<file path="src/sv/qte_pkg.sv">
// ----------------------------------------------------------------------------
// qte_pkg
// shared constants, types and cordic step functions for quaternion_to_euler
// ----------------------------------------------------------------------------
package qte_pkg;

    localparam int INPUT_BITS_DEF    = 16;
    localparam int ANGLE_BITS_DEF    = 16;
    localparam int CORDIC_STAGES_DEF = 16;

    localparam int WF          = 30;    // fraction bits of the internal format
    localparam int W           = 36;    // internal signed word
    localparam int LOCK_BITS   = 15;
    localparam int SQRT_CELLS  = 31;
    localparam int SQW         = 63;
    localparam int ROOT_BITS   = 31;
    localparam int MAG_BITS    = 31;

    localparam logic [LOCK_BITS-1:0] LOCK_THRESHOLD_RESET = 15'd32764;
    localparam logic [31:0]          HALF_TURN            = 32'h8000_0000;

    // arctangent of 2^-i, 2^32 per full turn
    localparam logic [31:0] ATAN_TAB [0:31] = '{
        32'd536870912, 32'd316933406, 32'd167458907, 32'd85004756,
        32'd42667331,  32'd21354465,  32'd10679838,  32'd5340245,
        32'd2670163,   32'd1335087,   32'd667544,    32'd333772,
        32'd166886,    32'd83443,     32'd41722,     32'd20861,
        32'd10430,     32'd5215,      32'd2608,      32'd1304,
        32'd652,       32'd326,       32'd163,       32'd81,
        32'd41,        32'd20,        32'd10,        32'd5,
        32'd3,         32'd1,         32'd1,         32'd0
    };

    typedef struct packed {
        logic signed [W-1:0] x;
        logic signed [W-1:0] y;
        logic [31:0]         z;
        logic                zero;
    } t_lane;

    typedef struct packed {
        logic signed [W-1:0] hy;
        logic signed [W-1:0] hx;
        logic signed [W-1:0] by;
        logic signed [W-1:0] bx;
        logic signed [31:0]  sp;
        logic                lock;
    } t_carry;

    typedef struct packed {
        t_lane              head;
        t_lane              pitch;
        t_lane              bank;
        logic signed [31:0] sp;
        logic               lock;
    } t_cordic;

    function automatic t_lane lane_init(input logic signed [W-1:0] y,
                                        input logic signed [W-1:0] x);
        t_lane r;
        r.zero = (x == '0) && (y == '0);
        if (x[W-1]) begin
            r.x = -x;
            r.y = -y;
            r.z = HALF_TURN;
        end else begin
            r.x = x;
            r.y = y;
            r.z = '0;
        end
        return r;
    endfunction

    function automatic t_lane cordic_step(input t_lane l, input int unsigned i);
        logic signed [W-1:0] dx;
        logic signed [W-1:0] dy;
        t_lane               r;
        dx = l.y >>> i;
        dy = l.x >>> i;
        r  = l;
        if (!l.y[W-1]) begin
            r.x = l.x + dx;
            r.y = l.y - dy;
            r.z = l.z + ATAN_TAB[i[4:0]];
        end else begin
            r.x = l.x - dx;
            r.y = l.y + dy;
            r.z = l.z - ATAN_TAB[i[4:0]];
        end
        return r;
    endfunction

endpackage

</file>
<file path="src/sv/qte_sqrt_cell.sv">
// ----------------------------------------------------------------------------
// qte_sqrt_cell
// one digit of the bitwise integer square root, carrying the angle operands
// ----------------------------------------------------------------------------
module qte_sqrt_cell import qte_pkg::*; #(
    parameter int K = 0
) (
    input  logic           i_clk,
    input  logic           i_rst_n,
    input  logic           i_en,
    input  logic           i_valid,
    input  logic [SQW-1:0] i_n,
    input  logic [SQW-1:0] i_res,
    input  t_carry         i_carry,
    output logic           o_valid,
    output logic [SQW-1:0] o_n,
    output logic [SQW-1:0] o_res,
    output t_carry         o_carry
);

    localparam logic [SQW-1:0] BIT = SQW'(1) << (2 * K);

    logic           r_valid;
    logic [SQW-1:0] r_n, r_res;
    t_carry         r_carry;
    logic [SQW-1:0] trial, n_n, n_res;

    always_comb begin
        trial = i_res + BIT;
        if (i_n >= trial) begin
            n_n   = i_n - trial;
            n_res = (i_res >> 1) + BIT;
        end else begin
            n_n   = i_n;
            n_res = i_res >> 1;
        end
    end

    always_ff @(posedge i_clk) begin
        if (!i_rst_n) begin
            r_valid <= 1'b0;
        end else if (i_en) begin
            r_valid <= i_valid;
        end
    end

    always_ff @(posedge i_clk) begin
        if (i_en) begin
            r_n     <= n_n;
            r_res   <= n_res;
            r_carry <= i_carry;
        end
    end

    assign o_valid = r_valid;
    assign o_n     = r_n;
    assign o_res   = r_res;
    assign o_carry = r_carry;

endmodule

</file>
<file path="config.mk">
export PLATFORM = sky130hd
export DESIGN_NAME = qte_sqrt_cell
export DESIGN_NICKNAME = d
export VERILOG_FILES = /design/src/sv/qte_pkg.sv /design/src/sv/qte_sqrt_cell.sv
export SDC_FILE = /design/constraint.sdc
export NUM_CORES = 1
export LEC_CHECK = 0
export BUFFER_PORTS_ARGS = -buffer_cell sky130_fd_sc_hd__clkbuf_2
export CAP_MARGIN = 15
export CORE_AREA = 2 2 234 236
export CTS_CLUSTER_DIAMETER = 200
export DETAILED_ROUTE_END_ITERATION = 10
export DIE_AREA = 0 0 236 238
export MAX_ROUTING_LAYER = met4
export SLEW_MARGIN = 10
export SYNTH_ARGS = -nofsm -noshare
export SYNTH_HDL_FRONTEND = slang
export SYNTH_SLANG_ARGS = --single-unit
</file>
<file path="constraint.sdc">
create_clock -name i_clk -period 6 [get_ports i_clk]
set_input_delay 1.2 -clock i_clk [delete_from_list [all_inputs] [get_ports i_clk]]
set_output_delay 1.2 -clock i_clk [all_outputs]
set_load 0.1 [all_outputs]
</file>
==> metrics <==
R2R depth=2; Yosys cell types=76; largest net degree at the start of global routing=95; mux cell area share after synthesis=0.000614; vias in the first global route=14947; CP Launch Point=i_res[38]; Power Total=7.50 mW; Pins Over Slew Limit=0; Post-Route WL=77.3 mm; Cell Pwr Density=333 nW/um^2; Slew HR=0.473; Post-Place Setup Slack=-0.164 ns; GR Overflow Total=0; final worst slack=0.421 ns; post-synthesis register bit count=304; die area=56200 um^2; GRT Total Usage=0.274; Fillers=5246; register area share after synthesis=0.560; top cells by instance count after synthesis=edfxtp_1, nand2_1, nor2_1; per-cell routed wire length=26.4 um; P&R area growth vs syn=38.3%; Crit Path Category=primary input to flop; clk_skew=0 ns; Sink Count=304; hold path start=o_valid$_SDFFE_PN0P_; Compound-Gate Fraction of Synth Area=0.113; Via density=5.17; starting density of the core=0.305; crit-path most repeated cell=nand4_1; Async SR Flop Fraction=0; H-tree depth=2; Post-Syn Nets=1814; clk slew on worst S/H paths=0.06 ns; crit end category=flop; clk buf depth=3; routability cong.=0.933; Clk Tree Root Cell=clkbuf_16; Post-route DRC=0; Post-synth EDFFs=303; Arrival @ worst endpoint=5.86 ns; critical path's largest stage delay=0.45 ns; RSZ-0062 raised after global routing=false; layout cells sized above 1=0.393; first-pass GRT wire length=107 mm; P_leak=9.59 nW; startpoint types=primary input; CTS tree=yes; Slowest cell on crit path=nor3_1; WHS Path Cells=2; nets@finish=2582; worst IR drop on VDD=0.249 mV; Post-CTS Setup Repair Bufs=0; die width=236 um; Syn Inst Count=1441; final worst-path cycle share=0.930; Post-Syn Area=16300 um^2; Synth area leaders=edfxtp_1, ha_1, xor2_1; Post-Synth Adder-Cell Area=0.0512; status=complete, no violations; Reg area=9120 um^2; Num CTS Buffers=37; cell with the most instances after synthesis=edfxtp_1; crit-path cells=clkbuf_2, nand4_1, nor2_1, nand3_1, nor3_1, buf_4, nand4_1, nor3_1, xnor2_1, ha_1, nand2_1, nor4_1, buf_4, and4_1, nand4_1, o211ai_1, buf_4, a21o_4, buf_12, nand4_1, xnor2_1; clk_lat worst skew=0.54 ns; post-CTS resize count=0; largest family of logic cells by synthesized area=simple AND/OR/NAND/NOR gates; DP Wirelength=64.4 mm; WP data required=6.28 ns; DIE HEIGHT=238 um; initial antenna violation count=4; fmax=179 MHz; Antenna Nets Post-Route=0; Min Clock Period, post-route=5.58 ns; Least-Margin Pin Slew=0.780 ns; Worst R2R Start=o_valid$_SDFFE_PN0P_; Syn Area/Cell=11.3 um^2; share of the synthesized area in the top cell type=0.559; yosys warns=0; area of the multi-input gates=6770 um^2; routed vias=15151; drt pass-1 iters=5; placement row count=85; drt initial violations=1217; post-synthesis simple-gate area fraction=0.157; biggest area consumer among synthesized cells=edfxtp_1; ys flop type=edfxtp_1; Worst Hold Class=flop to flop; crit-path max FO=30; PortBufs=610; core region area=53500 um^2; Fin. Hold Viols=0; Synth Area in XOR/XNOR=0.0936; hold_buf cts=0; MaxCap Viol Count=0; I/O pin total=611; final setup violating endpoints=0
[flip-flops by register name (all words and copies together) (netlist names)]
| signal | flops |
|---|---|
| o_res | 63 |
| o_valid | 1 |
| o_carry | 177 |
| o_n | 63 |
[cell usage in the layout (no fill, tap or decap), drive strengths merged, types with 45 or more instances in the layout]
cell type and instances:
clkbuf 649, edfxtp 303, buf 184, nand2 132, nor2 129, a21oi 125, xor2 89, xnor2 85
ha 65, nand4 57, o21ai 57, nand3 50, nor3 45
[per-layer routing]
metal	wire length [um]	part of all wire	global-route usage	up-vias
met5	0	0	-	-
met4	2300	0.030	0.0766	0
met3	4590	0.059	0.0450	95
met2	39700	0.51	0.482	661
met1	30700	0.40	0.324	7478
li1	-	-	-	6917
[report_power, final]
group / switching, mW / leakage, nW / internal (mW)
clock: 0.932 / 0.544 / 1.22
sequential: 0.0829 / 2.97 / 2.58
combinational: 2.15 / 6.07 / 0.537
total: 3.17 / 9.59 / 4.33
[worst max-delay path: cells and delay by family]
kind / cells / cell delay [ns]
adder cells (fa/ha/maj): 1 / 0.31
buffers and inverters: 5 / 0.95
AO/OA/AOI/OAI: 2 / 0.39
AND/OR/NAND/NOR: 11 / 2.65
XOR/XNOR: 2 / 0.33
[stage by stage]
stage                     hold WS [ns]  cell area (um^2)  instances  TNS [ns]   util
after detailed placement         0.538             21400       2866     -2.40  0.400
after global routing             0.611             22500       2932         0  0.421
final                            0.565             22500       2933         0  0.421
after global placement           0.521             21400       2866    -0.472  0.400
after floorplan                  0.981             16300       1441         0      -
after CTS                        0.558             22500       2928         0  0.421
[kinds of logic after synthesis]
group           count (synthesis)
compound gates                286
xor+xnor                      174
fa+ha+maj                      66
buf+inv                        92
flops                         304
mux                             1
simple gates                  518
[worst paths after layout]
kind,to,slack (ns)
setup reg to reg,o_valid$_SDFFE_PN0P_,5.37
hold reg to reg,o_valid$_SDFFE_PN0P_,0.56
setup / recovery,o_res[37]$_DFFE_PP_,0.42
hold / removal,o_valid$_SDFFE_PN0P_,0.56
[final cells by class]
| type | count | share of cell area |
|---|---|---|
| antenna | 5 | 0.000555 |
| clock buffer | 40 | 0.0416 |
| sequential | 304 | 0.405 |
| tap | 696 | 0.0386 |
| multi-input combinational | 1045 | 0.300 |
| clock inverter | 22 | 0.00811 |
| inverter | 28 | 0.00466 |
| timing repair buffer | 793 | 0.201 |
Note: power is estimated with default switching activity, not from simulation.
