--- config.mk ---
export PLATFORM = sky130hd
export DESIGN_NAME = qte_cordic_cell
export DESIGN_NICKNAME = d
export VERILOG_FILES = /design/src/sv/qte_pkg.sv /design/src/sv/qte_cordic_cell.sv
export SDC_FILE = /design/constraint.sdc
export NUM_CORES = 1
export LEC_CHECK = 0
export BUFFER_PORTS_ARGS = -buffer_cell sky130_fd_sc_hd__buf_2
export CAP_MARGIN = 20
export CORE_AREA = 2 2 275 277
export DETAILED_ROUTE_END_ITERATION = 6
export DIE_AREA = 0 0 277 279
export HOLD_SLACK_MARGIN = 0.06
export PLACE_DENSITY_LB_ADDON = 0.05
export SLEW_MARGIN = 40
export SYNTH_ARGS = -nofsm -noshare
export SYNTH_HDL_FRONTEND = slang
export SYNTH_SLANG_ARGS = --single-unit
--- constraint.sdc ---
create_clock -name i_clk -period 3.2 [get_ports i_clk]
set_input_delay 0.16 -clock i_clk [delete_from_list [all_inputs] [get_ports i_clk]]
set_output_delay 0.16 -clock i_clk [all_outputs]
set_load 0.005 [all_outputs]
--- src/sv/qte_pkg.sv ---
// ----------------------------------------------------------------------------
// qte_pkg
// shared constants, types and cordic step functions for quaternion_to_euler
// ----------------------------------------------------------------------------
package qte_pkg;

    localparam int INPUT_BITS_DEF    = 16;
    localparam int ANGLE_BITS_DEF    = 16;
    localparam int CORDIC_STAGES_DEF = 16;

    localparam int WF          = 30;    // fraction bits of the internal format
    localparam int W           = 36;    // internal signed word
    localparam int LOCK_BITS   = 15;
    localparam int SQRT_CELLS  = 31;
    localparam int SQW         = 63;
    localparam int ROOT_BITS   = 31;
    localparam int MAG_BITS    = 31;

    localparam logic [LOCK_BITS-1:0] LOCK_THRESHOLD_RESET = 15'd32764;
    localparam logic [31:0]          HALF_TURN            = 32'h8000_0000;

    // arctangent of 2^-i, 2^32 per full turn
    localparam logic [31:0] ATAN_TAB [0:31] = '{
        32'd536870912, 32'd316933406, 32'd167458907, 32'd85004756,
        32'd42667331,  32'd21354465,  32'd10679838,  32'd5340245,
        32'd2670163,   32'd1335087,   32'd667544,    32'd333772,
        32'd166886,    32'd83443,     32'd41722,     32'd20861,
        32'd10430,     32'd5215,      32'd2608,      32'd1304,
        32'd652,       32'd326,       32'd163,       32'd81,
        32'd41,        32'd20,        32'd10,        32'd5,
        32'd3,         32'd1,         32'd1,         32'd0
    };

    typedef struct packed {
        logic signed [W-1:0] x;
        logic signed [W-1:0] y;
        logic [31:0]         z;
        logic                zero;
    } t_lane;

    typedef struct packed {
        logic signed [W-1:0] hy;
        logic signed [W-1:0] hx;
        logic signed [W-1:0] by;
        logic signed [W-1:0] bx;
        logic signed [31:0]  sp;
        logic                lock;
    } t_carry;

    typedef struct packed {
        t_lane              head;
        t_lane              pitch;
        t_lane              bank;
        logic signed [31:0] sp;
        logic               lock;
    } t_cordic;

    function automatic t_lane lane_init(input logic signed [W-1:0] y,
                                        input logic signed [W-1:0] x);
        t_lane r;
        r.zero = (x == '0) && (y == '0);
        if (x[W-1]) begin
            r.x = -x;
            r.y = -y;
            r.z = HALF_TURN;
        end else begin
            r.x = x;
            r.y = y;
            r.z = '0;
        end
        return r;
    endfunction

    function automatic t_lane cordic_step(input t_lane l, input int unsigned i);
        logic signed [W-1:0] dx;
        logic signed [W-1:0] dy;
        t_lane               r;
        dx = l.y >>> i;
        dy = l.x >>> i;
        r  = l;
        if (!l.y[W-1]) begin
            r.x = l.x + dx;
            r.y = l.y - dy;
            r.z = l.z + ATAN_TAB[i[4:0]];
        end else begin
            r.x = l.x - dx;
            r.y = l.y + dy;
            r.z = l.z - ATAN_TAB[i[4:0]];
        end
        return r;
    endfunction

endpackage

--- src/sv/qte_cordic_cell.sv ---
// ----------------------------------------------------------------------------
// qte_cordic_cell
// one vectoring micro-rotation for the heading, pitch and bank lanes
// ----------------------------------------------------------------------------
module qte_cordic_cell import qte_pkg::*; #(
    parameter int STAGE = 0
) (
    input  logic    i_clk,
    input  logic    i_rst_n,
    input  logic    i_en,
    input  logic    i_valid,
    input  t_cordic i_word,
    output logic    o_valid,
    output t_cordic o_word
);

    logic    r_valid;
    t_cordic r_word;
    t_cordic n_word;

    always_comb begin
        n_word       = i_word;
        n_word.head  = cordic_step(i_word.head, STAGE);
        n_word.pitch = cordic_step(i_word.pitch, STAGE);
        n_word.bank  = cordic_step(i_word.bank, STAGE);
    end

    always_ff @(posedge i_clk) begin
        if (!i_rst_n) begin
            r_valid <= 1'b0;
        end else if (i_en) begin
            r_valid <= i_valid;
        end
    end

    always_ff @(posedge i_clk) begin
        if (i_en) begin
            r_word <= n_word;
        end
    end

    assign o_valid = r_valid;
    assign o_word  = r_word;

endmodule
==> results of run 1 <==
## kinds of logic (layout without fill, tap and decap cells)
family / Yosys count / in the layout / share of synthesized area
buffers and inverters: 488 / 1659 / 0.0660
multiplexers: 53 / 53 / 0.0183
AND/OR/NAND/NOR: 684 / 684 / 0.113
other: 0 / 22 / 0
AO/OA/AOI/OAI: 1053 / 1053 / 0.233
adder cells (fa/ha/maj): 339 / 339 / 0.149
flip-flops: 346 / 346 / 0.357
XOR/XNOR: 209 / 209 / 0.0630
## per-layer routing
| layer | part of all wire | wire length, µm |
|---|---|---|
| met1 | 0.41 | 51200 |
| met2 | 0.47 | 58000 |
| met3 | 0.075 | 9240 |
| met4 | 0.038 | 4680 |
| met5 | 0.0017 | 210 |
## repair_timing
| item | in CTS | in global routing |
|---|---|---|
| hold buffers | 140 | 0 |
| endpoints found under the hold margin | 184 | 0 |
| resized for setup | 0 | 2 |
| setup endpoints to repair | 0 | 4 |
## how the worst min path moves through the flow
stage / to / depth (start not counted) / start / slack (ns)
CTS: o_word[277] / 3 / i_word[313] / 0.07
global placement: o_word[7] / 1 / i_word[7] / 0.34
global route: o_word[172] / 3 / i_word[208] / 0.11
detailed placement: o_word[8] / 1 / i_word[8] / 0.34
floorplan: o_word[0] / 0 / i_word[0] / 0.26
finish: o_word[172] / 3 / i_word[208] / 0.10
## power breakdown
part           leakage [µW]  switching (µW)  internal [µW]
Combinational        0.0139            3440           2580
Sequential          0.00338             267           5820
Clock              0.000672            2210           2730
## layout make-up
type,instances,area share
Antenna cell,22,0.00141
Clock buffer,51,0.0289
Clock inverter,31,0.00699
Inverter,345,0.0332
Multi-Input combinational cell,2338,0.429
Sequential cell,346,0.266
Tap cell,969,0.0311
Timing Repair Buffer,1232,0.203
## per-stage QoR
step                      area (µm²)  utilization
after floorplan                29000            -
after global placement         36200        0.488
after detailed placement       36200        0.488
after CTS                      39000        0.526
after global routing           39000        0.527
final                          39000        0.527
## sequential cells by signal, indices dropped and copies added (netlist names)
signal	flops
o_valid	1
o_word	345
## worst reg2reg max path: cells and delay by family (launching register included)
| family | cells | cell delay (ns) |
|---|---|---|
| buffers and inverters | 1 | 0.55 |
| flip-flops | 1 | 0.31 |
| multiplexers | 1 | 0.12 |
| AND/OR/NAND/NOR | 1 | 0.06 |
## synthesized netlist by cell type (20+ instances only)
cell type  instances  area share
a21oi_1          380       0.065
edfxtp_1         345        0.36
inv_1            332       0.043
ha_1             327        0.14
nor2_1           231       0.030
o21ai_0          217       0.037
xnor2_1          184       0.055
nand2_1          137       0.018
clkbuf_1          87       0.011
a21o_1            79       0.020
o21bai_1          79       0.020
nor3_1            57      0.0098
mux2i_1           52       0.018
nand3_1           46      0.0079
nor2b_1           39      0.0084
nand4_1           37      0.0080
nand2b_1          35      0.0075
a211oi_1          31      0.0080
nor4_1            28      0.0060
o21a_1            28      0.0072
o31ai_1           28      0.0072
xor2_1            25      0.0075
buf_1             21      0.0027
buf_2             21      0.0036
o211ai_1          20      0.0052
==> out/metrics.cfg, run 1 <==
[setup_path]
r2r_setup_slack_ns = 2.05
crit_path_end = o_word[92]
cp.depth = 15
crit_type = primary input to flop
crit_path_end_kind = flop
crit_start = i_word[102]
worstPathArrival_ns = 3.44
worst_path_largest_cell_delay_ns = 0.55
slowest_stage = dlygate4sd3_1
path_delay_family = compound AO/OA/AOI/OAI gates
cp.required_ns = 3.56
cp_cell_sequence = buf_2, dlygate4sd3_1, ha_1, fa_1, nor2b_1, o211a_1, o21ai_1, a21oi_1, a211oi_2, o21ai_1, buf_4, a21oi_1, o21bai_1, mux2i_1, xnor2_1
reg2regPathDepth = 3
cp.buffers_inverters = 3
startpoint_type = primary input
r2r-start = o_valid
cp_max_fo = 3
r2r_end = o_valid

[clock_network]
cts_tree = done
cts_root_buf = clkbuf_16
cts_max_level = 2
insertion_delay_ns = 0.60
cts.sinks = 346
cts_buffers = 44
clockBufferDepth = 3
cts.reportedPaths.clkPinSlew_ns = 0.06
cts_setup_buffers = 0

[job]
maxCapViolCount = 0

[sta]
worst_pin_slew_ns = 0.745
hold_violations = 0
fin_crit_sh = 0.963
setup_viol_count_final = 0
drv_slew = 0
finalSetupTns_ns = 0
rsz0062_at_grt = false
final.hold.worst_slack_ns = 0.104
fmax_ghz = 0.324
fin_crit_ns = 3.08
slew_headroom = 0.491
fin_worst_skew_ns = 0
setup_ws_ns = 0.118

[grt]
grt_start_max_net_pins = 90
grt-busiest-layer = met2
grt.met2_usage = 0.519
grt_pass1_wl_mm = 182
grtUsageTotal = 0.308
grt_pass1_vias = 28932
antenna_found_initial = 42
grt_overflow = 0
use_met1 = 0.389
grtUsageMet3 = 0.0631

[drt]
ant_nets = 0
num_vias = 28961
drt_pass1_iterations = 6
viasPerCell = 5.43
wl_per_cell_um = 23.1
drt_iter0_markers = 2267
routed_wl_mm = 123
drc = 0

[floorplan]
io_pins = 701
start_util = 0.392
core_um2 = 74100
fp-row-count = 100
fp.dieArea_um2 = 77300
die-height_um = 279
fp.dieW_um = 277

[pwr]
p_per_area_nw_per_um2 = 437
ir_drop_mv = 0.375
total_leakage_power_uw = 0.0179
p_total_uw = 17000

[final_layout]
regArea_um2 = 10400
fin_nets = 4998
finalNonFillerCells = 5334
final_common_cell = buf_2
most-common-layout-cells = buf_2 (699), buf_4 (386), a21oi_1 (380), edfxtp_1 (345), inv_1 (331)
area_delta_synth_final_pct = 34.4
multi_input_area_um2 = 16800
layout-drive-gt1-share = 0.280
fill_cells = 7027

[placed_design]
place_hpwl_mm = 101
gp_congestion = 1.00
place_inst = 5090
dp_slack_ns = -0.300
io_buffer_count = 700

[synth]
syn_inst = 3172
synth_fp_nets = 3863
synth_cell_types = 103
synthFlopType = edfxtp_1
synth_seq_area_share = 0.357
synthArstFlopShare = 0
synth_seq_cells = 346
syn_area_per_cell_um2 = 9.16
ys.warnings.count = 0
synth_edf_count = 345
synth.cell_area_um2 = 29000

[worst_hold_path]
hold_path.class = primary input to flop

[run_status]
outcome = complete, no violations

Note: power is estimated with default switching activity, not from simulation.
==> inputs of run 2 (changes only) <==
==> constraint.sdc (replaced) <==
create_clock -name i_clk -period 3.3 [get_ports i_clk]
set_input_delay 0.165 -clock i_clk [delete_from_list [all_inputs] [get_ports i_clk]]
set_output_delay 0.165 -clock i_clk [all_outputs]
set_load 0.005 [all_outputs]
==> run 2 against run 1 <==
Non-clock buffer count is 86 lower. Via count fell by 0.28%. Cell count fell by 1.7%. Combinational power down 4.5%. Wire length up 1.1%. Register-to-register slack better by 0.07 ns. Die area did not move. Clock power grew 1%. Largest power group unchanged. Highest routed layer unchanged.
==> out/metrics.cfg, run 2 (synthesis results as in run 1) <==
[setup_path]
r2r_end = o_valid
crit_path_end_kind = flop
slowest_stage = dlygate4sd3_1
cp_cell_sequence = buf_2, dlygate4sd3_1, ha_1, fa_1, nor2b_1, o211a_1, o21ai_1, a21oi_1, a211oi_2, o21ai_1, a21o_1, a2111oi_0, a31o_1, xnor2_1
worstPathArrival_ns = 3.53
cp_common_cell = o21ai_1
cp.required_ns = 3.65
worst_path_largest_cell_delay_ns = 0.56
r2r-start = o_valid
r2r_setup_slack_ns = 2.12
crit_type = primary input to flop
startpoint_type = primary input
cp_max_fo = 3
reg2regPathDepth = 3

[drt]
drt_pass1_iterations = 6
routed_wl_mm = 125
drc = 0
wl_per_cell_um = 23.8
num_vias = 28881
drt_iter0_markers = 2330
viasPerCell = 5.51
ant_nets = 0

[floorplan]
io_pins = 701
fp-row-count = 100
start_util = 0.392
core_um2 = 74100
fp.dieArea_um2 = 77300
die-height_um = 279
fp.dieW_um = 277

[clock_network]
clockBufferDepth = 3
cts_max_level = 2
cts_root_buf = clkbuf_16
cts_buffers = 43
cts.reportedPaths.clkPinSlew_ns = 0.06
cts_tree = done
cts.sinks = 346
insertion_delay_ns = 0.59
cts_setup_buffers = 0

[sta]
worst_pin_slew_ns = 0.771
hold_violations = 0
final.hold.worst_slack_ns = 0.103
setup_ws_ns = 0.124
fmax_ghz = 0.315
setup_viol_count_final = 0
fin_crit_ns = 3.18
rsz0062_at_grt = false
slew_headroom = 0.485
drv_slew = 0
fin_worst_skew_ns = 0
fin_crit_sh = 0.962

[final_layout]
final_common_cell = buf_2
largest_reg_flops = 345
utilization = 0.519
most-common-layout-cells = buf_2 (699), a21oi_1 (380), edfxtp_1 (345), inv_1 (332), ha_1 (327)
area_delta_synth_final_pct = 32.4
fill_cells = 7031
fin_area_um2 = 38500
fin_nets = 4911
finalNonFillerCells = 5242
layout-drive-gt1-share = 0.268

[placed_design]
place_hpwl_mm = 102
io_buffer_count = 700
place_inst = 5004
dp_slack_ns = -0.215
gp_congestion = 0.991
post_dp_cell_area_um2 = 35500

[worst_hold_path]
worstHoldPathCells = 3
whs_endpoint = o_word[208]
hold_path.class = primary input to flop
worstHoldStart = i_word[172]

[pwr]
p_int_uw = 10900
p_seq_frac = 0.354
ir_drop_mv = 0.355
p_comb_frac = 0.345
p_per_area_nw_per_um2 = 433
switching_share = 0.346
pwr-share-clk = 0.301
switchingPower_uw = 5760
total_leakage_power_uw = 0.0176

[grt]
grt_overflow = 0
grtUsageTotal = 0.311
grt_pass1_vias = 28650
grt_start_max_net_pins = 89
antenna_found_initial = 40
grt_pass1_wl_mm = 183

[job]
maxCapViolCount = 0

[run_status]
outcome = complete, no violations

[run 2: worst max-delay path, delay by kind of cell]
kind            cells  cell delay (ns)
compound gates      8             1.74
fa+ha+maj           2             0.64
simple gates        1             0.18
buf+inv             2             0.68
xor+xnor            1             0.12
[run 2: per-layer routing]
layer / global-route usage / up-vias / routed length, µm
li1: - / 13461 / -
met1: 0.399 / 13985 / 51900
met2: 0.524 / 1196 / 59200
met3: 0.0561 / 211 / 8770
met4: 0.114 / 28 / 4660
met5: 0 / - / 184
[run 2: cell type report]
cell class	count	area (µm²)	area share
multi-input combinational	2338	16800	0.436
sequential	346	10400	0.270
timing repair buffer	1146	7290	0.190
inverter	345	1300	0.0337
tap	969	1210	0.0315
clock buffer	49	1100	0.0286
clock inverter	30	375	0.00976
antenna	19	47.5	0.00124
[run 2: repair_timing]
action	4_1_cts	5_1_grt
hold buffers	140	0
endpoints found under the hold margin	142	0
resized for setup	0	12
endpoints found under the setup margin	0	17
[run 2: worst max-delay path by stage]
| stage | start | endpoint | slack [ns] | depth (start not counted) |
|---|---|---|---|---|
| after CTS | i_word[207] | o_word[203] | 0.02 | 15 |
| after global routing | i_word[312] | o_word[309] | 0.0008 | 16 |
| final | i_word[102] | o_word[100] | 0.12 | 14 |
| after global placement | i_word[173] | o_word[231] | -0.28 | 14 |
| after detailed placement | i_word[173] | o_word[195] | -0.22 | 14 |
| after floorplan | i_word[312] | o_word[344] | 0.45 | 13 |
[run 2: stage by stage]
step	power, µW	TNS [ns]
2_1_floorplan	8750	0
3_3_place_gp	11500	-3.03
3_5_place_dp	11500	-3.49
4_1_cts	16700	0
5_1_grt	17500	0
6_report	16700	0
[run 2: power by group through the flow]
stage / sequential, µW / combinational, µW / clock, µW
floorplan: 5960 / 2790 / 0
global placement: 5980 / 5510 / 0
detailed placement: 5970 / 5510 / 0
CTS: 5900 / 5690 / 5130
global route: 5940 / 6210 / 5310
finish: 5900 / 5750 / 5010
